$ cat config.mk
export PLATFORM = sky130hd
export DESIGN_NAME = msp_dist_unit
export DESIGN_NICKNAME = d
export VERILOG_FILES = /design/src/hw/rtl/msp_pkg.sv /design/src/hw/rtl/msp_dist_unit.sv
export SDC_FILE = /design/constraint.sdc
export NUM_CORES = 2
export LEC_CHECK = 0
export BUFFER_PORTS_ARGS = -buffer_cell sky130_fd_sc_hd__clkbuf_2
export CORE_MARGIN = 1.5
export CORE_UTILIZATION = 40
export DETAILED_ROUTE_END_ITERATION = 7
export GPL_TIMING_DRIVEN = 0
export PLACE_DENSITY = 0.57
export SLEW_MARGIN = 20
export SYNTH_ARGS = -nofsm -noshare
export SYNTH_HDL_FRONTEND = slang
export SYNTH_SLANG_ARGS = --single-unit
$ cat constraint.sdc
create_clock -name clk -period 8.7 [get_ports clk]
set_input_delay 1.74 -clock clk [delete_from_list [all_inputs] [get_ports clk]]
set_output_delay 1.74 -clock clk [all_outputs]
set_load 0.02 [all_outputs]
$ cat src/hw/rtl/msp_pkg.sv
// msp_pkg: shared constants, types and codes for the minimum spacing point table.
// No dependencies; imported by every module under hw/rtl except msp_point_ram.
package msp_pkg;

  localparam int CAPACITY   = 1024;
  localparam int IDX_W      = $clog2(CAPACITY);
  localparam int CNT_W      = IDX_W + 1;
  localparam int COORD_W    = 16;
  localparam int OFFS_W     = 10;
  localparam int FRAC_BITS  = 4;
  localparam int CFG_W      = 12;
  localparam int CFG_IDX_W  = 2;
  localparam int ENTRY_W    = 2 * COORD_W + 1;  // {lock, x, y}
  localparam int WRAP_W     = COORD_W + 5;      // headroom for offset, field size and doubling
  localparam int DIFF_W     = COORD_W + 1;
  localparam int SQ_W       = 2 * COORD_W;      // a square of a DIFF_W difference fits here
  localparam int SUM_W      = SQ_W + 1;
  localparam int MS2_W      = 2 * CFG_W;

  localparam logic [CFG_W-1:0] RST_MIN_SPACING  = CFG_W'(576);
  localparam logic [CFG_W-1:0] RST_FIELD_WIDTH  = CFG_W'(512);
  localparam logic [CFG_W-1:0] RST_FIELD_HEIGHT = CFG_W'(512);

  localparam logic [CFG_IDX_W-1:0] REG_MIN_SPACING  = CFG_IDX_W'(0);
  localparam logic [CFG_IDX_W-1:0] REG_FIELD_WIDTH  = CFG_IDX_W'(1);
  localparam logic [CFG_IDX_W-1:0] REG_FIELD_HEIGHT = CFG_IDX_W'(2);

  typedef enum logic [1:0] {
    KIND_PUSH  = 2'd0,
    KIND_MOVE  = 2'd1,
    KIND_CLEAR = 2'd2,
    KIND_NONE  = 2'd3
  } kind_t;

  typedef enum logic [2:0] {
    STS_OK        = 3'd0,
    STS_TOO_CLOSE = 3'd1,
    STS_FULL      = 3'd2,
    STS_LOCKED    = 3'd3,
    STS_BAD_INDEX = 3'd4
  } status_t;

  typedef enum logic [2:0] {
    S_IDLE,
    S_MV_RD,
    S_MV_LK,
    S_MV_WRAP,
    S_SCAN,
    S_DRAIN,
    S_COMMIT,
    S_DONE
  } fsm_t;

  typedef struct packed {
    logic [CFG_W-1:0] min_spacing;
    logic [CFG_W-1:0] field_width;
    logic [CFG_W-1:0] field_height;
  } cfg_t;

  // One stored entry on its way from the memory into the distance pipeline.
  typedef struct packed {
    logic                      valid;
    logic [IDX_W-1:0]          idx;
    logic signed [COORD_W-1:0] x;
    logic signed [COORD_W-1:0] y;
  } scan_item_t;

endpackage

$ cat src/hw/rtl/msp_dist_unit.sv
// msp_dist_unit: three-stage squared distance check of one stored entry per cycle.
// Depends on msp_pkg.
module msp_dist_unit import msp_pkg::*; (
  input  logic                      clk,
  input  logic                      rst,
  input  scan_item_t                item,
  input  logic signed [COORD_W-1:0] cand_x,
  input  logic signed [COORD_W-1:0] cand_y,
  input  logic                      skip_en,
  input  logic [IDX_W-1:0]          skip_idx,
  input  logic [CFG_W-1:0]          min_spacing,
  output logic                      hit,
  output logic                      busy
);

  logic                     v1, v2, v3;
  logic                     skip1, skip2;
  logic signed [DIFF_W-1:0] dx1, dy1;
  logic signed [2*DIFF_W-1:0] prod_x, prod_y;
  logic [SQ_W-1:0]          sq_x, sq_y;
  logic [MS2_W-1:0]         ms2;
  logic                     close3;
  logic [SUM_W-1:0]         dist2;

  assign prod_x = dx1 * dx1;
  assign prod_y = dy1 * dy1;
  assign dist2  = {1'b0, sq_x} + {1'b0, sq_y};

  always_ff @(posedge clk) begin
    if (rst) begin
      v1 <= 1'b0;
      v2 <= 1'b0;
      v3 <= 1'b0;
    end else begin
      v1 <= item.valid;
      v2 <= v1;
      v3 <= v2;
    end
  end

  always_ff @(posedge clk) begin
    // stage 1: differences
    dx1   <= signed'({item.x[COORD_W-1], item.x}) - signed'({cand_x[COORD_W-1], cand_x});
    dy1   <= signed'({item.y[COORD_W-1], item.y}) - signed'({cand_y[COORD_W-1], cand_y});
    skip1 <= skip_en && (item.idx == skip_idx);
    // stage 2: squares
    sq_x  <= prod_x[SQ_W-1:0];
    sq_y  <= prod_y[SQ_W-1:0];
    skip2 <= skip1;
    ms2   <= MS2_W'(min_spacing) * MS2_W'(min_spacing);
    // stage 3: sum and compare
    close3 <= (dist2 <= {{(SUM_W-MS2_W){1'b0}}, ms2}) && !skip2;
  end

  assign hit  = v3 && close3;
  assign busy = v1 || v2 || v3;

endmodule

==> impl_summary.log <==
INFO  metric synth_top_family_by_area = adder cells
INFO  metric floorplan.initialDensity = around 40%
INFO  metric antennaDiodeCount = 0
INFO  metric first_pass_iters = 5
INFO  metric postLayoutCoreUtil = between 40% and 50%
INFO  metric die_width = roughly 270 microns
INFO  metric clock_h_tree_levels = 4
INFO  metric wire_per_inst = 15.26 microns
INFO  metric slew_violations = 0
INFO  metric yosysUniqueCellTypes = 68
INFO  metric dr.first_iter.drc_count = 839
INFO  metric worst_hold_path_type = register to register
INFO  metric worst-endpoint-arrival = 7970 ps
INFO  metric buffers_inserted_during_post_cts_setup_optimization = 0
INFO  metric fin_tns_setup = 0 ps
INFO  metric antenna_found_initial = 3
INFO  metric clockRootBuffer = sky130_fd_sc_hd__clkbuf_16
INFO  metric postSynthAreaPerCell = 9.217 sq um
INFO  metric grt_pass1_vias = 21,590
INFO  metric postSynth.asyncResetShare = 0%
INFO  metric maxSlewHeadroom = between 30% and 40%
INFO  metric clk-insertion-delay-late = around 490 ps
INFO  metric largest_net_degree_at_the_start_of_global_routing = 17
INFO  metric final-hold-violation-count = 0
INFO  metric fin_worst_skew = 28.85 ps
INFO  metric area_delta_synth_final = 7.896%
INFO  metric outcome = finished clean
INFO  metric max_freq = 132.0 MHz
INFO  metric synth.area.mux_share = less than 1%
INFO  metric final_layout_size_suffix_gt1_share = under 10%
INFO  metric fraction_of_the_mapped_netlist_area_in_compound_gates = 8.177%
INFO  metric final_cells = roughly 4,200
INFO  metric synth-simple-area-share = 11.53%
INFO  metric dieHeight = 271.8 microns
INFO  metric drv_cap = 0
INFO  metric grt_setup_unrepaired = no
INFO  metric holdPathStages = 0
INFO  metric post-route-min-period = 7575 ps
INFO  metric route.detailed.drc = 0
INFO  metric ctsResizeCount = 0
INFO  metric cts_tree = yes
INFO  metric cts_hold_buf = 0
INFO  metric worst-endpoint-required = 9100 ps
INFO  metric floorplan.core_area = 71,490 sq um
INFO  metric synth_area = 28,900 sq um
INFO  metric syn-instance-count = 3,136
INFO  metric number_of_buffers_added_on_ports = 99
INFO  metric drt_wl_total = 64.34 mm
INFO  metric cts-root-to-sink-buffers = 2
INFO  metric timing.critical_path.from_type = register
INFO  metric ant_nets = 0
INFO  metric globalRouteOverflowTotal = 0
INFO  metric ff2ff_path_depth = 22
INFO  metric finalSetupViolCount = 0
INFO  metric synth_ff_type = sky130_fd_sc_hd__dfxtp_1
INFO  metric die_area = approximately 74,000 sq um
INFO  metric synth.ff_latch_count = 125
INFO  metric criticalPathCategory = register to register
INFO  metric grt_use_total = a little under a fifth
INFO  metric routed-via-count = 20,178
INFO  metric clock_sinks = roughly 130
INFO  metric post_synth_fa_ha_maj_area_fraction = between 50% and 60%
INFO  metric clkTransAtPathRegs = ~60 ps
INFO  metric post_synth_xor_area_fraction = 5.000%
INFO  metric finalWeightedCongestion = between 0.8 and 0.9
INFO  metric syn-num-nets = 4,139
INFO  metric min_period_over_period = 87.07%
INFO  metric cts_buffers = 17
INFO  metric grt_pass1_wl = 108.5 mm
INFO  metric fin_nets = between 4,000 and 5,000
INFO  metric worstMarginPinSlew = 920.0 ps
INFO  metric synth-edff-count = 0
INFO  metric critical_path.max_fanout = 10
INFO  metric ios = between 100 and 150
INFO  metric ys.warnings.count = 0
INFO  metric place.detailed.instances = 4,185
INFO  metric place_hpwl = 55.54 mm
INFO  metric vias_per_cell = 4.785
INFO  metric endpoint_kind = register
INFO  metric rows = 98
INFO  metric ys_seq_area_share = 8.658%
[state kept, by name, summed over array words and instances (netlist names)]
register,count
dy1,17
skip2,1
ms2,23
v2,1
close3,1
dx1,17
sq_y,31
v1,1
skip1,1
v3,1
sq_x,31
[cells in the final DEF, fill, tap and decap left out, types with 9 or more instances in the layout]
cell type	synthesis	layout
sky130_fd_sc_hd__dfxtp_1	125	125
sky130_fd_sc_hd__a21o_1	57	57
sky130_fd_sc_hd__and2_1	156	156
sky130_fd_sc_hd__ha_1	311	311
sky130_fd_sc_hd__o21bai_1	13	13
sky130_fd_sc_hd__clkbuf_2	0	99
sky130_fd_sc_hd__nor3_1	32	32
sky130_fd_sc_hd__nor2_1	107	107
sky130_fd_sc_hd__o21a_1	17	17
sky130_fd_sc_hd__xnor2_1	128	128
sky130_fd_sc_hd__a21oi_1	95	95
sky130_fd_sc_hd__a31oi_1	14	14
sky130_fd_sc_hd__and3_1	16	16
sky130_fd_sc_hd__fa_1	592	592
sky130_fd_sc_hd__a211oi_1	16	16
sky130_fd_sc_hd__nand4_1	12	12
sky130_fd_sc_hd__inv_1	857	857
sky130_fd_sc_hd__clkbuf_16	0	17
sky130_fd_sc_hd__a21boi_0	10	10
sky130_fd_sc_hd__a31o_2	9	9
sky130_fd_sc_hd__clkbuf_1	61	63
sky130_fd_sc_hd__nand3_1	22	22
sky130_fd_sc_hd__xor2_1	37	37
sky130_fd_sc_hd__o21ai_0	54	54
sky130_fd_sc_hd__nand2b_1	22	22
sky130_fd_sc_hd__o211ai_1	9	9
sky130_fd_sc_hd__nand2_1	211	211
sky130_fd_sc_hd__or3_1	11	11
sky130_fd_sc_hd__nor2b_1	47	47
[final cells by class]
| type | count | area, sq um |
|---|---|---|
| sequential | 125 | 2502 |
| multi-input combinational | 2089 | 22940 |
| fill | 7069 | 40300 |
| clock buffer | 19 | 432.9 |
| tap | 950 | 1189 |
| clock inverter | 13 | 165.2 |
| buffer | 65 | 247.7 |
| timing repair buffer | 99 | 495.5 |
| inverter | 857 | 3217 |
[cells in the mapped netlist (all sizes together), types with 55 or more instances]
library cell	number	share of area, %
and2	156	3.4
a21o	57	1.5
o21ai	55	0.95
nor2	107	1.4
nand2	211	2.7
ha	311	13
clkbuf	61	0.79
xnor2	128	3.9
dfxtp	125	8.7
a21oi	96	1.7
fa	592	41
inv	857	11
[final timing paths]
kind	from	to	slack, ps
hold / removal	skip1	skip2	330
setup reg to reg	dy1[2]	sq_y[31]	1120
setup / recovery	dy1[2]	sq_y[31]	1120
hold reg to reg	skip1	skip2	330
[metrics by stage]
| step | hold WS (ps) | instance area, sq um | setup slack [ps] |
|---|---|---|---|
| floorplan | 309.6 | 28900 | 2126 |
| global placement | 318.5 | 30590 | 1163 |
| detailed placement | 316.4 | 30590 | 1202 |
| CTS | 331.2 | 31190 | 1150 |
| global route | 335.3 | 31190 | 715.1 |
| finish | 330.2 | 31190 | 1125 |
[worst max-delay path: stages (launching register included)]
cell and delay [ps]:
sky130_fd_sc_hd__dfxtp_1 420, sky130_fd_sc_hd__clkbuf_1 490, sky130_fd_sc_hd__clkbuf_1 600, sky130_fd_sc_hd__nand2_1 210
sky130_fd_sc_hd__inv_1 170, sky130_fd_sc_hd__fa_1 520, sky130_fd_sc_hd__fa_1 580, sky130_fd_sc_hd__fa_1 450
sky130_fd_sc_hd__fa_1 510, sky130_fd_sc_hd__fa_1 490, sky130_fd_sc_hd__inv_1 50, sky130_fd_sc_hd__fa_1 470
sky130_fd_sc_hd__inv_1 40, sky130_fd_sc_hd__ha_1 320, sky130_fd_sc_hd__a21o_1 170, sky130_fd_sc_hd__a21o_1 170
sky130_fd_sc_hd__a2111oi_0 420, sky130_fd_sc_hd__o21ai_0 200, sky130_fd_sc_hd__a211oi_1 370, sky130_fd_sc_hd__a211oi_1 170
sky130_fd_sc_hd__or3_1 380, sky130_fd_sc_hd__a21oi_1 180, sky130_fd_sc_hd__xnor2_1 130
[kinds of logic after synthesis]
kind of cell    count (synthesis)
buf+inv                       922
fa+ha+maj                     903
simple gates                  666
compound gates                350
xor+xnor                      165
flops                         125
mux                             5
[metal layers]
layer	share of wire (%)	wire, microns	GRT usage, %
met5	0	0	0
met4	1.5	991	4.298
met3	4.0	2598	2.151
met2	50	31930	32.71
met1	45	28820	24.82
Power is not shown: default switching activity piles up to over one toggle a cycle in this logic, so the estimate is an artifact.
