[src/hw/rtl/msp_pkg.sv]
// msp_pkg: shared constants, types and codes for the minimum spacing point table.
// No dependencies; imported by every module under hw/rtl except msp_point_ram.
package msp_pkg;

  localparam int CAPACITY   = 1024;
  localparam int IDX_W      = $clog2(CAPACITY);
  localparam int CNT_W      = IDX_W + 1;
  localparam int COORD_W    = 16;
  localparam int OFFS_W     = 10;
  localparam int FRAC_BITS  = 4;
  localparam int CFG_W      = 12;
  localparam int CFG_IDX_W  = 2;
  localparam int ENTRY_W    = 2 * COORD_W + 1;  // {lock, x, y}
  localparam int WRAP_W     = COORD_W + 5;      // headroom for offset, field size and doubling
  localparam int DIFF_W     = COORD_W + 1;
  localparam int SQ_W       = 2 * COORD_W;      // a square of a DIFF_W difference fits here
  localparam int SUM_W      = SQ_W + 1;
  localparam int MS2_W      = 2 * CFG_W;

  localparam logic [CFG_W-1:0] RST_MIN_SPACING  = CFG_W'(576);
  localparam logic [CFG_W-1:0] RST_FIELD_WIDTH  = CFG_W'(512);
  localparam logic [CFG_W-1:0] RST_FIELD_HEIGHT = CFG_W'(512);

  localparam logic [CFG_IDX_W-1:0] REG_MIN_SPACING  = CFG_IDX_W'(0);
  localparam logic [CFG_IDX_W-1:0] REG_FIELD_WIDTH  = CFG_IDX_W'(1);
  localparam logic [CFG_IDX_W-1:0] REG_FIELD_HEIGHT = CFG_IDX_W'(2);

  typedef enum logic [1:0] {
    KIND_PUSH  = 2'd0,
    KIND_MOVE  = 2'd1,
    KIND_CLEAR = 2'd2,
    KIND_NONE  = 2'd3
  } kind_t;

  typedef enum logic [2:0] {
    STS_OK        = 3'd0,
    STS_TOO_CLOSE = 3'd1,
    STS_FULL      = 3'd2,
    STS_LOCKED    = 3'd3,
    STS_BAD_INDEX = 3'd4
  } status_t;

  typedef enum logic [2:0] {
    S_IDLE,
    S_MV_RD,
    S_MV_LK,
    S_MV_WRAP,
    S_SCAN,
    S_DRAIN,
    S_COMMIT,
    S_DONE
  } fsm_t;

  typedef struct packed {
    logic [CFG_W-1:0] min_spacing;
    logic [CFG_W-1:0] field_width;
    logic [CFG_W-1:0] field_height;
  } cfg_t;

  // One stored entry on its way from the memory into the distance pipeline.
  typedef struct packed {
    logic                      valid;
    logic [IDX_W-1:0]          idx;
    logic signed [COORD_W-1:0] x;
    logic signed [COORD_W-1:0] y;
  } scan_item_t;

endpackage

[src/hw/rtl/msp_ctrl.sv]
// msp_ctrl: request sequencer, wraparound arithmetic, point count and result register.
// Depends on msp_pkg; drives msp_point_ram and msp_dist_unit.
module msp_ctrl import msp_pkg::*; (
  input  logic                      clk,
  input  logic                      rst,
  input  cfg_t                      cfg,
  // request channel
  input  logic                      in_valid,
  output logic                      in_ready,
  input  logic [1:0]                kind,
  input  logic signed [COORD_W-1:0] point_x,
  input  logic signed [COORD_W-1:0] point_y,
  input  logic                      locked,
  input  logic [IDX_W-1:0]          entry_index,
  input  logic signed [OFFS_W-1:0]  offset_x,
  input  logic signed [OFFS_W-1:0]  offset_y,
  // result channel
  output logic                      out_valid,
  input  logic                      out_ready,
  output logic [2:0]                status,
  output logic [IDX_W-1:0]          entry_used,
  output logic [CNT_W-1:0]          point_count,
  // point memory
  output logic                      rd_en,
  output logic [IDX_W-1:0]          rd_addr,
  input  logic [ENTRY_W-1:0]        rd_data,
  output logic                      wr_en,
  output logic [IDX_W-1:0]          wr_addr,
  output logic [ENTRY_W-1:0]        wr_data,
  // distance pipeline
  output scan_item_t                item,
  output logic signed [COORD_W-1:0] cand_x,
  output logic signed [COORD_W-1:0] cand_y,
  output logic                      skip_en,
  output logic [IDX_W-1:0]          skip_idx,
  input  logic                      hit,
  input  logic                      busy
);

  // First wrap step: add the field size when below minus half of it.
  function automatic logic signed [WRAP_W-1:0] wrap_low(
    input logic signed [WRAP_W-1:0] v,
    input logic [CFG_W-1:0]         size
  );
    logic signed [WRAP_W-1:0] w;
    w = signed'({{(WRAP_W-CFG_W-FRAC_BITS){1'b0}}, size, {FRAC_BITS{1'b0}}});
    if ((v <<< 1) < -w) begin
      return v + w;
    end
    return v;
  endfunction

  // Second wrap step, then saturate to the coordinate range.
  function automatic logic signed [COORD_W-1:0] wrap_high(
    input logic signed [WRAP_W-1:0] v,
    input logic [CFG_W-1:0]         size
  );
    logic signed [WRAP_W-1:0] w;
    logic signed [WRAP_W-1:0] r;
    w = signed'({{(WRAP_W-CFG_W-FRAC_BITS){1'b0}}, size, {FRAC_BITS{1'b0}}});
    r = v;
    if ((v <<< 1) > w) begin
      r = v - w;
    end
    if (r[WRAP_W-1:COORD_W-1] == {(WRAP_W-COORD_W+1){1'b0}} ||
        r[WRAP_W-1:COORD_W-1] == {(WRAP_W-COORD_W+1){1'b1}}) begin
      return r[COORD_W-1:0];
    end
    if (r[WRAP_W-1]) begin
      return signed'({1'b1, {(COORD_W-1){1'b0}}});
    end
    return signed'({1'b0, {(COORD_W-1){1'b1}}});
  endfunction

  fsm_t                      state, state_next;
  kind_t                     req_kind;
  logic                      req_lock;
  logic [IDX_W-1:0]          req_idx;
  logic signed [OFFS_W-1:0]  off_x, off_y;
  logic signed [WRAP_W-1:0]  w1_x, w1_y;
  logic [CNT_W-1:0]          cnt;
  logic [CNT_W-1:0]          scan_n;
  logic                      rd_vld;
  logic [IDX_W-1:0]          rd_idx;
  logic                      hit_acc;
  status_t                   res_status;
  logic [IDX_W-1:0]          res_used;
  logic                      scan_rd;
  logic                      load_out;
  logic                      accept;
  logic signed [COORD_W-1:0] mem_x, mem_y;

  assign mem_x  = rd_data[2*COORD_W-1:COORD_W];
  assign mem_y  = rd_data[COORD_W-1:0];
  assign accept = in_valid && in_ready;

  always_comb begin
    state_next = state;
    in_ready   = 1'b0;
    rd_en      = 1'b0;
    rd_addr    = scan_n[IDX_W-1:0];
    scan_rd    = 1'b0;
    wr_en      = 1'b0;
    wr_addr    = req_idx;
    wr_data    = {1'b0, cand_x, cand_y};
    load_out   = 1'b0;
    unique case (state)
      S_IDLE: begin
        in_ready = 1'b1;
        if (in_valid) begin
          unique case (kind_t'(kind))
            KIND_PUSH: begin
              state_next = (cnt == CNT_W'(CAPACITY)) ? S_DONE : S_SCAN;
            end
            KIND_MOVE: begin
              state_next = ({1'b0, entry_index} >= cnt) ? S_DONE : S_MV_RD;
            end
            KIND_CLEAR, KIND_NONE: begin
              state_next = S_DONE;
            end
            default: state_next = S_DONE;
          endcase
        end
      end
      S_MV_RD: begin
        rd_en      = 1'b1;
        rd_addr    = req_idx;
        state_next = S_MV_LK;
      end
      S_MV_LK: begin
        state_next = rd_data[ENTRY_W-1] ? S_DONE : S_MV_WRAP;
      end
      S_MV_WRAP: begin
        state_next = S_SCAN;
      end
      S_SCAN: begin
        if (scan_n == cnt) begin
          state_next = S_DRAIN;
        end else begin
          rd_en   = 1'b1;
          scan_rd = 1'b1;
        end
      end
      S_DRAIN: begin
        if (!rd_vld && !busy) begin
          state_next = S_COMMIT;
        end
      end
      S_COMMIT: begin
        if (!hit_acc) begin
          wr_en = 1'b1;
          if (req_kind == KIND_PUSH) begin
            wr_addr = cnt[IDX_W-1:0];
            wr_data = {req_lock, cand_x, cand_y};
          end
        end
        state_next = S_DONE;
      end
      S_DONE: begin
        if (!out_valid || out_ready) begin
          load_out   = 1'b1;
          state_next = S_IDLE;
        end
      end
      default: state_next = S_IDLE;
    endcase
  end

  // control state
  always_ff @(posedge clk) begin
    if (rst) begin
      state     <= S_IDLE;
      cnt       <= '0;
      scan_n    <= '0;
      rd_vld    <= 1'b0;
      hit_acc   <= 1'b0;
      out_valid <= 1'b0;
    end else begin
      state  <= state_next;
      rd_vld <= scan_rd;
      if (accept) begin
        scan_n  <= '0;
        hit_acc <= 1'b0;
        if (kind_t'(kind) == KIND_CLEAR) begin
          cnt <= '0;
        end
      end else begin
        if (scan_rd) begin
          scan_n <= scan_n + CNT_W'(1);
        end
        if (hit) begin
          hit_acc <= 1'b1;
        end
      end
      if (state == S_COMMIT && !hit_acc && req_kind == KIND_PUSH) begin
        cnt <= cnt + CNT_W'(1);
      end
      if (load_out) begin
        out_valid <= 1'b1;
      end else if (out_ready) begin
        out_valid <= 1'b0;
      end
    end
  end

  // request and result payload
  always_ff @(posedge clk) begin
    rd_idx <= scan_n[IDX_W-1:0];
    if (accept) begin
      req_kind   <= kind_t'(kind);
      req_lock   <= locked;
      req_idx    <= entry_index;
      off_x      <= offset_x;
      off_y      <= offset_y;
      cand_x     <= point_x;
      cand_y     <= point_y;
      unique case (kind_t'(kind))
        KIND_PUSH: begin
          if (cnt == CNT_W'(CAPACITY)) begin
            res_status <= STS_FULL;
            res_used   <= '0;
          end else begin
            res_status <= STS_OK;
            res_used   <= cnt[IDX_W-1:0];
          end
        end
        KIND_MOVE: begin
          res_used <= entry_index;
          if ({1'b0, entry_index} >= cnt) begin
            res_status <= STS_BAD_INDEX;
          end else begin
            res_status <= STS_OK;
          end
        end
        KIND_CLEAR, KIND_NONE: begin
          res_status <= STS_OK;
          res_used   <= '0;
        end
        default: begin
          res_status <= STS_OK;
          res_used   <= '0;
        end
      endcase
    end
    if (state == S_MV_LK) begin
      if (rd_data[ENTRY_W-1]) begin
        res_status <= STS_LOCKED;
      end
      w1_x <= wrap_low(signed'({{(WRAP_W-COORD_W){mem_x[COORD_W-1]}}, mem_x})
                     + signed'({{(WRAP_W-OFFS_W){off_x[OFFS_W-1]}}, off_x}),
                       cfg.field_width);
      w1_y <= wrap_low(signed'({{(WRAP_W-COORD_W){mem_y[COORD_W-1]}}, mem_y})
                     + signed'({{(WRAP_W-OFFS_W){off_y[OFFS_W-1]}}, off_y}),
                       cfg.field_height);
    end
    if (state == S_MV_WRAP) begin
      cand_x <= wrap_high(w1_x, cfg.field_width);
      cand_y <= wrap_high(w1_y, cfg.field_height);
    end
    if (state == S_COMMIT && hit_acc) begin
      res_status <= STS_TOO_CLOSE;
    end
    if (load_out) begin
      status      <= res_status;
      entry_used  <= res_used;
      point_count <= cnt;
    end
  end

  assign item.valid = rd_vld;
  assign item.idx   = rd_idx;
  assign item.x     = mem_x;
  assign item.y     = mem_y;
  assign skip_en    = (req_kind == KIND_MOVE);
  assign skip_idx   = req_idx;

`ifndef ASSERT_OFF
  a_count_range: assert property (@(posedge clk) disable iff (rst)
    cnt <= CNT_W'(CAPACITY))
    else $error("point count above capacity");

  a_write_quiet: assert property (@(posedge clk) disable iff (rst)
    wr_en |-> (state == S_COMMIT) && !busy && !rd_vld)
    else $error("memory write while the scan is in flight");

  a_idle_drained: assert property (@(posedge clk) disable iff (rst)
    in_ready |-> !busy && !rd_vld)
    else $error("request taken with the distance pipeline busy");

  a_push_counts: assert property (@(posedge clk) disable iff (rst)
    (state == S_COMMIT && !hit_acc && req_kind == KIND_PUSH)
      |=> cnt == $past(cnt) + CNT_W'(1))
    else $error("accepted push did not bump the count");
`endif

endmodule

[config.mk]
export PLATFORM = sky130hd
export DESIGN_NAME = msp_ctrl
export DESIGN_NICKNAME = d
export VERILOG_FILES = /design/src/hw/rtl/msp_pkg.sv /design/src/hw/rtl/msp_ctrl.sv
export SDC_FILE = /design/constraint.sdc
export NUM_CORES = 1
export LEC_CHECK = 0
export BUFFER_PORTS_ARGS = -buffer_cell sky130_fd_sc_hd__buf_4
export CORE_UTILIZATION = 25
export CTS_BUF_LIST = sky130_fd_sc_hd__clkbuf_2 sky130_fd_sc_hd__clkbuf_4 sky130_fd_sc_hd__clkbuf_8
export DETAILED_ROUTE_END_ITERATION = 7
export GPL_TIMING_DRIVEN = 0
export PLACE_DENSITY_LB_ADDON = 0.12
export SKIP_LAST_GASP = 1
export SLEW_MARGIN = 20
export SYNTH_ARGS = -nofsm -noshare
export SYNTH_HDL_FRONTEND = slang
export SYNTH_SLANG_ARGS = --single-unit
[constraint.sdc]
create_clock -name clk -period 4.3 [get_ports clk]
set_clock_uncertainty 0.2 [all_clocks]
set_input_delay 0.43 -clock clk [delete_from_list [all_inputs] [get_ports clk]]
set_output_delay 0.43 -clock clk [all_outputs]
set_load 0.01 [all_outputs]
==> metrics.txt, run 1 <==
highest-count cells in the layout ignoring fill and taps sky130_fd_sc_hd__buf_4 (385), sky130_fd_sc_hd__ha_1 (135), sky130_fd_sc_hd__edfxtp_1 (135); root buffer cell sky130_fd_sc_hd__clkbuf_8; worst-case vdd ir drop ~0.23 mV; portion of the post-synthesis area used by sequential elements 0.371; critical path data arrival time about 4.7 ns; status complete, but fails checks; violations in the final reports setup timing; Net count, final between 2000 and 2500; P_leak 7.84 nW; Die Area 0.0535 mm^2; number of nets in the synthesized netlist 1643; origin of the critical flop-to-flop path off_x[0]; highest fanout seen on the critical path 5; proportion of layout cells with a drive suffix above 1 0.310; slew at the pin with the worst max-slew slack between 0.8 and 0.9 ns; Hold Path Class in2reg; cells after synthesis about 1400; later-pin clock latency in the skew report 0.57 ns; Pwr Density slightly below 500 mW/mm^2; DRC violation count after routing 0; capture point of the critical path w1_x[8]; count of input and output buffers 293; element type at the critical path end register; Final Hold Violating Endpoints 0; Via-to-Cell Ratio approximately 4.6; worst reg2reg path depth 25; flip-flop cell with the highest count after synthesis sky130_fd_sc_hd__edfxtp_1; via count of the first global-routing pass 11200; Top Ports 307; gr usage total 0.158; placement row count 83; setup violation total in the final timing report 26; starting utilization of the core area 0.255; most common cell after layout, fill and taps aside sky130_fd_sc_hd__buf_4; Die X around 230 um; Required @ worst endpoint 4.43 ns; number of vias in the routed layout between 10000 and 15000; number of CTS-inserted buffers 17; worst setup path startpoint off_x[0]; Core Util, Final 0.350; antenna violations before repair 6; post-synthesis register bit count 176; Worst R2R Setup Slack -0.31 ns; worst-case headroom to the max-slew limit 0.447; Filler cells 5217; FFs w/ async S/R, synth 0; finished layout cell area around 0.018 mm^2; highest attainable clock frequency approximately 220 MHz; number of H-tree levels 4; Routability Congestion roughly 0.83; unrepaired setup endpoints after global routing yes; yosys warns 0; DRT Wirelength approximately 42000 um; total placed instance area ~0.016 mm^2; Post-DRT Antenna Nets 0; launching element type of the critical path register; syn_area_per_cell roughly 9.7 um^2; critical register-to-register path endpoint w1_x[8]; CTS sink cnt ~180; 1st-iter DRT viols 405; y dimension of the die about 230 um; clock tree from TritonCTS yes; clock transition at the registers of the reported paths 0.11 ns; Final min period approximately 4.6 ns; wire length of the first global-routing pass about 64000 um; area delta synth->final 37.4%; detailed-routing iteration count for the pre-antenna-repair pass 5; wire length per cell roughly 17 um; count of final max-slew check failures 0; placed wire-length estimate after detailed placement 33800 um; Distinct cells, synth 78; synthesized cell area between 0.01 and 0.015 mm^2; Max Buffers Root-to-Sink 2; final worst-path cycle share 1.07; number of synthesized flops with an enable pin approximately 140; Floorplan Core Area 0.0516 mm^2; start-to-end type of the worst setup path reg2reg; number of maximum-capacitance constraint violations 0; final setup slack of the worst path -0.309 ns; maximum number of pins on one net before global-route repair 42; Congestion Overflow GR 0
==> synth_stat cells, types with 6 or more instances <==
master | instances | share of area
sky130_fd_sc_hd__o31ai_1 | 9 | 0.0051
sky130_fd_sc_hd__xor2_1 | 42 | 0.028
sky130_fd_sc_hd__xnor2_1 | 49 | 0.033
sky130_fd_sc_hd__or2_2 | 6 | 0.0029
sky130_fd_sc_hd__nor2_1 | 116 | 0.033
sky130_fd_sc_hd__mux2i_1 | 17 | 0.013
sky130_fd_sc_hd__nand4_1 | 16 | 0.0076
sky130_fd_sc_hd__edfxtp_1 | 135 | 0.31
sky130_fd_sc_hd__nor3_1 | 23 | 0.0088
sky130_fd_sc_hd__nand2b_1 | 13 | 0.0062
sky130_fd_sc_hd__nand2_1 | 84 | 0.024
sky130_fd_sc_hd__o21ai_0 | 72 | 0.027
sky130_fd_sc_hd__a211oi_1 | 22 | 0.013
sky130_fd_sc_hd__and3_1 | 12 | 0.0057
sky130_fd_sc_hd__ha_1 | 144 | 0.14
sky130_fd_sc_hd__dfxtp_1 | 41 | 0.062
sky130_fd_sc_hd__o21bai_1 | 7 | 0.0040
sky130_fd_sc_hd__mux2_4 | 8 | 0.0091
sky130_fd_sc_hd__a31oi_1 | 9 | 0.0043
sky130_fd_sc_hd__a21o_1 | 34 | 0.019
sky130_fd_sc_hd__o22ai_1 | 16 | 0.0076
sky130_fd_sc_hd__mux2_2 | 26 | 0.022
sky130_fd_sc_hd__buf_4 | 66 | 0.038
sky130_fd_sc_hd__clkbuf_1 | 24 | 0.0068
sky130_fd_sc_hd__o21a_1 | 22 | 0.013
sky130_fd_sc_hd__fa_1 | 6 | 0.0091
sky130_fd_sc_hd__inv_1 | 85 | 0.024
sky130_fd_sc_hd__nand3_1 | 25 | 0.0095
sky130_fd_sc_hd__and2_1 | 7 | 0.0033
sky130_fd_sc_hd__o211ai_1 | 6 | 0.0034
sky130_fd_sc_hd__nor2b_1 | 29 | 0.014
sky130_fd_sc_hd__a21oi_1 | 87 | 0.033
sky130_fd_sc_hd__nor4_1 | 7 | 0.0033
sky130_fd_sc_hd__or3_1 | 11 | 0.0052
==> worst max-delay path, cell delays in order, from the launching register on <==
cell and delay (ns):
sky130_fd_sc_hd__edfxtp_1 0.38, sky130_fd_sc_hd__ha_4 0.17, sky130_fd_sc_hd__inv_2 0.04, sky130_fd_sc_hd__fa_2 0.33, sky130_fd_sc_hd__nor2b_1 0.14, sky130_fd_sc_hd__o21ai_2 0.08
sky130_fd_sc_hd__a21oi_2 0.15, sky130_fd_sc_hd__o21ai_1 0.07, sky130_fd_sc_hd__nand2b_1 0.12, sky130_fd_sc_hd__a21oi_4 0.09, sky130_fd_sc_hd__o21bai_1 0.17, sky130_fd_sc_hd__a21oi_2 0.09
sky130_fd_sc_hd__xnor2_2 0.19, sky130_fd_sc_hd__ha_2 0.20, sky130_fd_sc_hd__a21o_1 0.16, sky130_fd_sc_hd__a21oi_4 0.08, sky130_fd_sc_hd__and2_4 0.15, sky130_fd_sc_hd__o311ai_4 0.06
sky130_fd_sc_hd__a41oi_2 0.15, sky130_fd_sc_hd__o21bai_1 0.19, sky130_fd_sc_hd__a21oi_2 0.24, sky130_fd_sc_hd__nand3_2 0.14, sky130_fd_sc_hd__a41oi_4 0.23, sky130_fd_sc_hd__buf_6 0.14
sky130_fd_sc_hd__buf_8 0.12, sky130_fd_sc_hd__mux2_4 0.29
==> state kept, by name (all words and copies together), names as in the netlist, 2 cells and up <==
name	count
off_y	10
res_status	3
rd_idx	10
off_x	10
w1_y	18
status	3
w1_x	18
res_used	10
cnt	11
cand_y	16
skip_idx	10
req_kind	2
scan_n	11
cand_x	16
point_count	11
state	3
entry_used	10
==> routing by layer <==
layer	track usage	up-vias	share of wire
met1	0.202	5226	0.47
met4	0.0598	2	0.025
met5	0	-	0.00024
met2	0.251	274	0.45
met3	0.0426	49	0.053
li1	-	5706	-
==> power breakdown <==
part	internal [mW]	leakage (nW)	switching, mW
combinational	2.56	6.04	2.53
clock	0.499	0.216	0.774
sequential	2.34	1.59	0.216
==> metrics by stage <==
| stage | std cells | setup WS (ns) | TNS [ns] | hold WS (ns) | power [mW] |
|---|---|---|---|---|---|
| after detailed placement | 2329 | -0.987 | -20.13 | 0.207 | 7.12 |
| after floorplan | 1353 | -0.0892 | -0.999 | 0.185 | 5.71 |
| after CTS | 2442 | -0.369 | -7.57 | 0.00318 | 8.89 |
| after global routing | 2453 | -0.537 | -12.57 | 0.0259 | 9.65 |
| after global placement | 2326 | -0.984 | -23.32 | 0.201 | 7.04 |
| final | 2455 | -0.309 | -6.49 | 0.0787 | 8.93 |
==> worst min path at each step <==
stage | start | end | depth (start not counted)
after global routing | rd_data[1] | w1_y[1] | 2
after global placement | res_used[3] | entry_used[3] | 0
after detailed placement | res_used[4] | entry_used[4] | 0
after floorplan | scan_n[5] | rd_idx[5] | 0
final | point_y[0] | cand_y[0] | 3
after CTS | point_y[0] | cand_y[0] | 3
==> kinds of logic (layout without fill, tap and decap cells) <==
family,after synthesis,after routing,synth area share
AOI/OAI and AO/OA,332,332,0.167
xor gates and xnor gates,91,91,0.0606
adders and majority gates,153,153,0.148
buffers and inverters,180,597,0.0721
DFF,176,176,0.371
muxes,51,51,0.0443
other,0,5,0
and+or+nand+nor,370,370,0.137
==> cell type report <==
type	instances	area (um^2)	area share
multi-input combinational	997	7830	0.433
inverter	85	322	0.0178
clock buffer	17	234	0.0129
tap	680	851	0.0471
clock inverter	15	195	0.0108
buffer	94	613	0.0339
timing repair buffer	386	3140	0.174
antenna	5	12.5	0.000692
sequential	176	4870	0.270
==> timing repair <==
action / CTS / global route
hold buffers: 55 / 0
buffers inserted: 24 / 11
gates resized for setup: 48 / 35
endpoints found under the setup margin: 28 / 38
pin swaps: 40 / 38
hold endpoints to repair: 63 / 0
cloned: 2 / 0
No activity file was read; power rests on OpenSTA's default activity.
==> inputs of run 2 (changes only) <==
--- a/config.mk
+++ b/config.mk
@@ -5,6 +5,7 @@
 export SDC_FILE = /design/constraint.sdc
 export NUM_CORES = 1
 export LEC_CHECK = 0
+export ABC_AREA = 1
 export BUFFER_PORTS_ARGS = -buffer_cell sky130_fd_sc_hd__buf_4
 export CORE_UTILIZATION = 25
 export CTS_BUF_LIST = sky130_fd_sc_hd__clkbuf_2 sky130_fd_sc_hd__clkbuf_4 sky130_fd_sc_hd__clkbuf_8
==> metrics.txt, run 2 <==
CP dominant cell by count sky130_fd_sc_hd__nand2_1; Final min period 4.09 ns (-0.524 ns); antenna violations before repair 5 (-1); post-synthesis register bit count 176 (unchanged); number of standard cells in the final layout excluding fillers 2993 (+22%); root buffer cell sky130_fd_sc_hd__clkbuf_8; Total Power 8.99 mW (+0.64%); most common cell after layout, fill and taps aside sky130_fd_sc_hd__nand2_1; Congestion Overflow GR 0 (unchanged); Die X 242 um (+4.4%); Hold Path Class in2reg; highest fanout seen on the critical path 4 (-1); CTS sink cnt 176 (unchanged); Die Area 0.0584 mm^2 (+9.1%); slowest library cell on the worst path sky130_fd_sc_hd__dlygate4sd3_1; gr usage total 0.170 (+0.0125); wire length of the first global-routing pass 76700 um (+21%); Distinct cells, synth 66 (-15%); Top Ports 307 (unchanged); Post-DRT Antenna Nets 0 (unchanged); highest-count cells in the layout ignoring fill and taps sky130_fd_sc_hd__nand2_1 (441), sky130_fd_sc_hd__buf_4 (364), sky130_fd_sc_hd__inv_1 (221); DRT Wirelength 49800 um (+18%); registers with the highest flip-flop counts w1_x (18), w1_y (18); internal power consumption 4.88 mW (-9.7%); critical path's top delay family compound AO/OA/AOI/OAI gates; synthesized cell area 0.0144 mm^2 (+9.2%); unrepaired setup endpoints after global routing yes; portion of the post-synthesis area used by sequential elements 0.339 (-0.0311); Final Hold Violating Endpoints 0 (unchanged); largest cells by area after synthesis sky130_fd_sc_hd__edfxtp_1 (28%), sky130_fd_sc_hd__ha_1 (13%), sky130_fd_sc_hd__nand2_1 (12%); proportion of layout cells with a drive suffix above 1 0.215 (-0.0949); element type at the critical path end register; fraction of synthesized cell area taken by the top area cell type 0.282 (-0.0259); portion of total power attributed to sequential cells 0.289 (+0.002); critical path data arrival time 4.18 ns (-0.56 ns); Routability Congestion 0.903 (+8.3%); cell total after placement 2897 (+24%); worst path bufs/invs 3 (unchanged); worst-case vdd ir drop 0.198 mV (-16%); highest attainable clock frequency 245 MHz (+13%); yosys warns 0 (unchanged); dominant cell by count in the synthesized netlist sky130_fd_sc_hd__nand2_1; cells after synthesis 1843 (+36%); start-to-end type of the worst setup path in2reg; setup violation total in the final timing report 0 (-100%); detailed-routing iteration count for the pre-antenna-repair pass 5 (unchanged); number of CTS-inserted buffers 17 (unchanged); number of H-tree levels 4 (unchanged); number of synthesized flops with an enable pin 135 (unchanged); placement row count 87 (+4.8%); finished layout cell area 0.0187 mm^2 (+3.3%); count of final max-slew check failures 0 (unchanged); total placed instance area 0.0176 mm^2 (+7.5%); via count of the first global-routing pass 13600 (+21%); Pwr Density 481 mW/mm^2 (-2.6%); starting utilization of the core area 0.254 (-0.00119); status complete, no violations; power share of the combinational group 0.581 (+0.010); maximum cell stage delay along the critical path 0.54 ns (+0.16 ns); number of maximum-capacitance constraint violations 0 (unchanged); Sum Neg Setup Slack 0 ns (+6.49 ns); count of input and output buffers 294 (+0.34%); Required @ worst endpoint 4.40 ns (-0.03 ns); P_leak 8.86 nW (+13%); syn_area_per_cell 7.79 um^2 (-20%); Net count, final 2511 (+23%); Max Buffers Root-to-Sink 2 (unchanged); 1st-iter DRT viols 638 (+58%); ordered list of cells on the worst path dlygate4sd3_1, buf_4, ha_1, inv_1, fa_1, o21ai_2, a31oi_1, xnor2_1, ha_1, a21oi_1, nand2_1, nand2_1, nand2_1, a21oi_1, o21ai_0, nand2_1, nand2_1, a21oi_1, xnor2_1, nand3_2, nand2_1; y dimension of the die 242 um (+4.4%); Floorplan Core Area 0.0566 mm^2 (+9.7%); flip-flop cell with the highest count after synthesis sky130_fd_sc_hd__edfxtp_1; Via-to-Cell Ratio 4.53 (-1.2%); clock group share of total power 0.130 (-0.013); number of nets in the synthesized netlist 2133 (+30%); Net Sw Power 4.11 mW (+17%); wire length per cell 16.6 um (-3.0%); launching element type of the critical path input port; maximum number of pins on one net before global-route repair 30 (-29%); number of vias in the routed layout 13600 (+21%); Post-Route Hold Slack 0.0791 ns (+0.000337 ns); final worst-path cycle share 0.950 (-0.122); commonest cells in the netlist sky130_fd_sc_hd__nand2_1 (443), sky130_fd_sc_hd__inv_1 (222), sky130_fd_sc_hd__a21oi_1 (144), sky130_fd_sc_hd__ha_1 (144), sky130_fd_sc_hd__nor2_1 (140); clock tree from TritonCTS yes; switching fraction of total power 0.457 (+0.0623); placed wire-length estimate after detailed placement 41100 um (+22%); slew at the pin with the worst max-slew slack 0.731 ns (-0.0855 ns); FFs w/ async S/R, synth 0 (unchanged); Yosys top cell by area sky130_fd_sc_hd__edfxtp_1; worst-case headroom to the max-slew limit 0.512 (+0.0645); clock transition at the registers of the reported paths 0.09 ns (-0.02 ns); area delta synth->final 30.1%; DRC violation count after routing 0 (unchanged); later-pin clock latency in the skew report 0.55 ns (-0.02 ns)
## run 2: cell count changes in the layout (fill, tap and decap cells not counted), moves of 21 or more
cell / change
sky130_fd_sc_hd__a21o_1: -28
sky130_fd_sc_hd__a21oi_1: +72
sky130_fd_sc_hd__buf_4: -21
sky130_fd_sc_hd__inv_1: +138
sky130_fd_sc_hd__mux2_4: -22
sky130_fd_sc_hd__nand2_1: +358
sky130_fd_sc_hd__nand3_1: +98
sky130_fd_sc_hd__nor2_1: +23
sky130_fd_sc_hd__nor2b_1: -27
sky130_fd_sc_hd__xnor2_1: -23
## run 2: kinds of logic (layout without fill, tap and decap cells)
group	count (synthesis)	count (layout)	synth area share
other	0	3	0
multiplexers	1	1	0.000784
buffers and inverters	318	709	0.104
AO/OA/AOI/OAI	294	294	0.115
adder cells (fa/ha/maj)	150	150	0.134
AND/OR/NAND/NOR	825	825	0.258
flip-flops	176	176	0.339
XOR/XNOR	79	79	0.0482
## run 2: stage by stage
stage	utilization	setup slack [ns]
3_3_place_gp	0.309	-0.160
4_1_cts	0.328	0.0695
6_report	0.330	0.215
5_1_grt	0.330	-0.0270
2_1_floorplan	-	0.790
3_5_place_dp	0.311	0.0106
## run 2: worst paths after layout
| kind | from | slack (ns) | end | cells after the start |
|---|---|---|---|---|
| setup reg to reg | off_y[2] | 0.41 | w1_y[13] | 21 |
| hold / removal | point_x[0] | 0.08 | cand_x[0] | 3 |
| hold reg to reg | scan_n[9] | 0.22 | rd_idx[9] | 0 |
| setup / recovery | rd_data[16] | 0.21 | w1_x[13] | 21 |
## run 2: worst reg2reg max path: cells and delay by family, from the launching register on
family / cells / cell delay (ns)
buf+inv: 1 / 0.16
simple gates: 15 / 1.46
compound gates: 2 / 0.28
flops: 1 / 0.38
xor+xnor: 1 / 0.46
fa+ha+maj: 2 / 0.69
## run 2: power by group through the flow
stage | clock network [mW] | logic (mW) | registers (mW)
floorplan | 0 | 3.43 | 2.60
global placement | 0 | 5.08 | 2.67
detailed placement | 0 | 5.19 | 2.64
CTS | 1.24 | 5.26 | 2.60
global route | 1.30 | 5.89 | 2.64
finish | 1.17 | 5.22 | 2.60
## run 2: final cells by class
class	count	area, um^2
clock inverters	13	116
clock buffers	19	249
diodes	3	7.51
multi-input cells	1349	8070
flip-flops and latches	176	4870
plain buffers	93	656
fillers	6081	37900
well taps	756	946
inverters	225	845
repair buffers	359	2910
## run 2: what timing repair did
action	CTS	global route
endpoints found under the setup margin	0	25
hold buffers	60	0
hold endpoints to repair	73	0
resized for setup	0	13
setup buffers	0	1
## run 2: routing by layer
metal,track usage,vias up,share of wire
met1,0.216,6265,0.47
li1,-,6910,-
met4,0.0488,4,0.016
met2,0.289,339,0.47
met5,0,-,0.00044
met3,0.0354,47,0.045
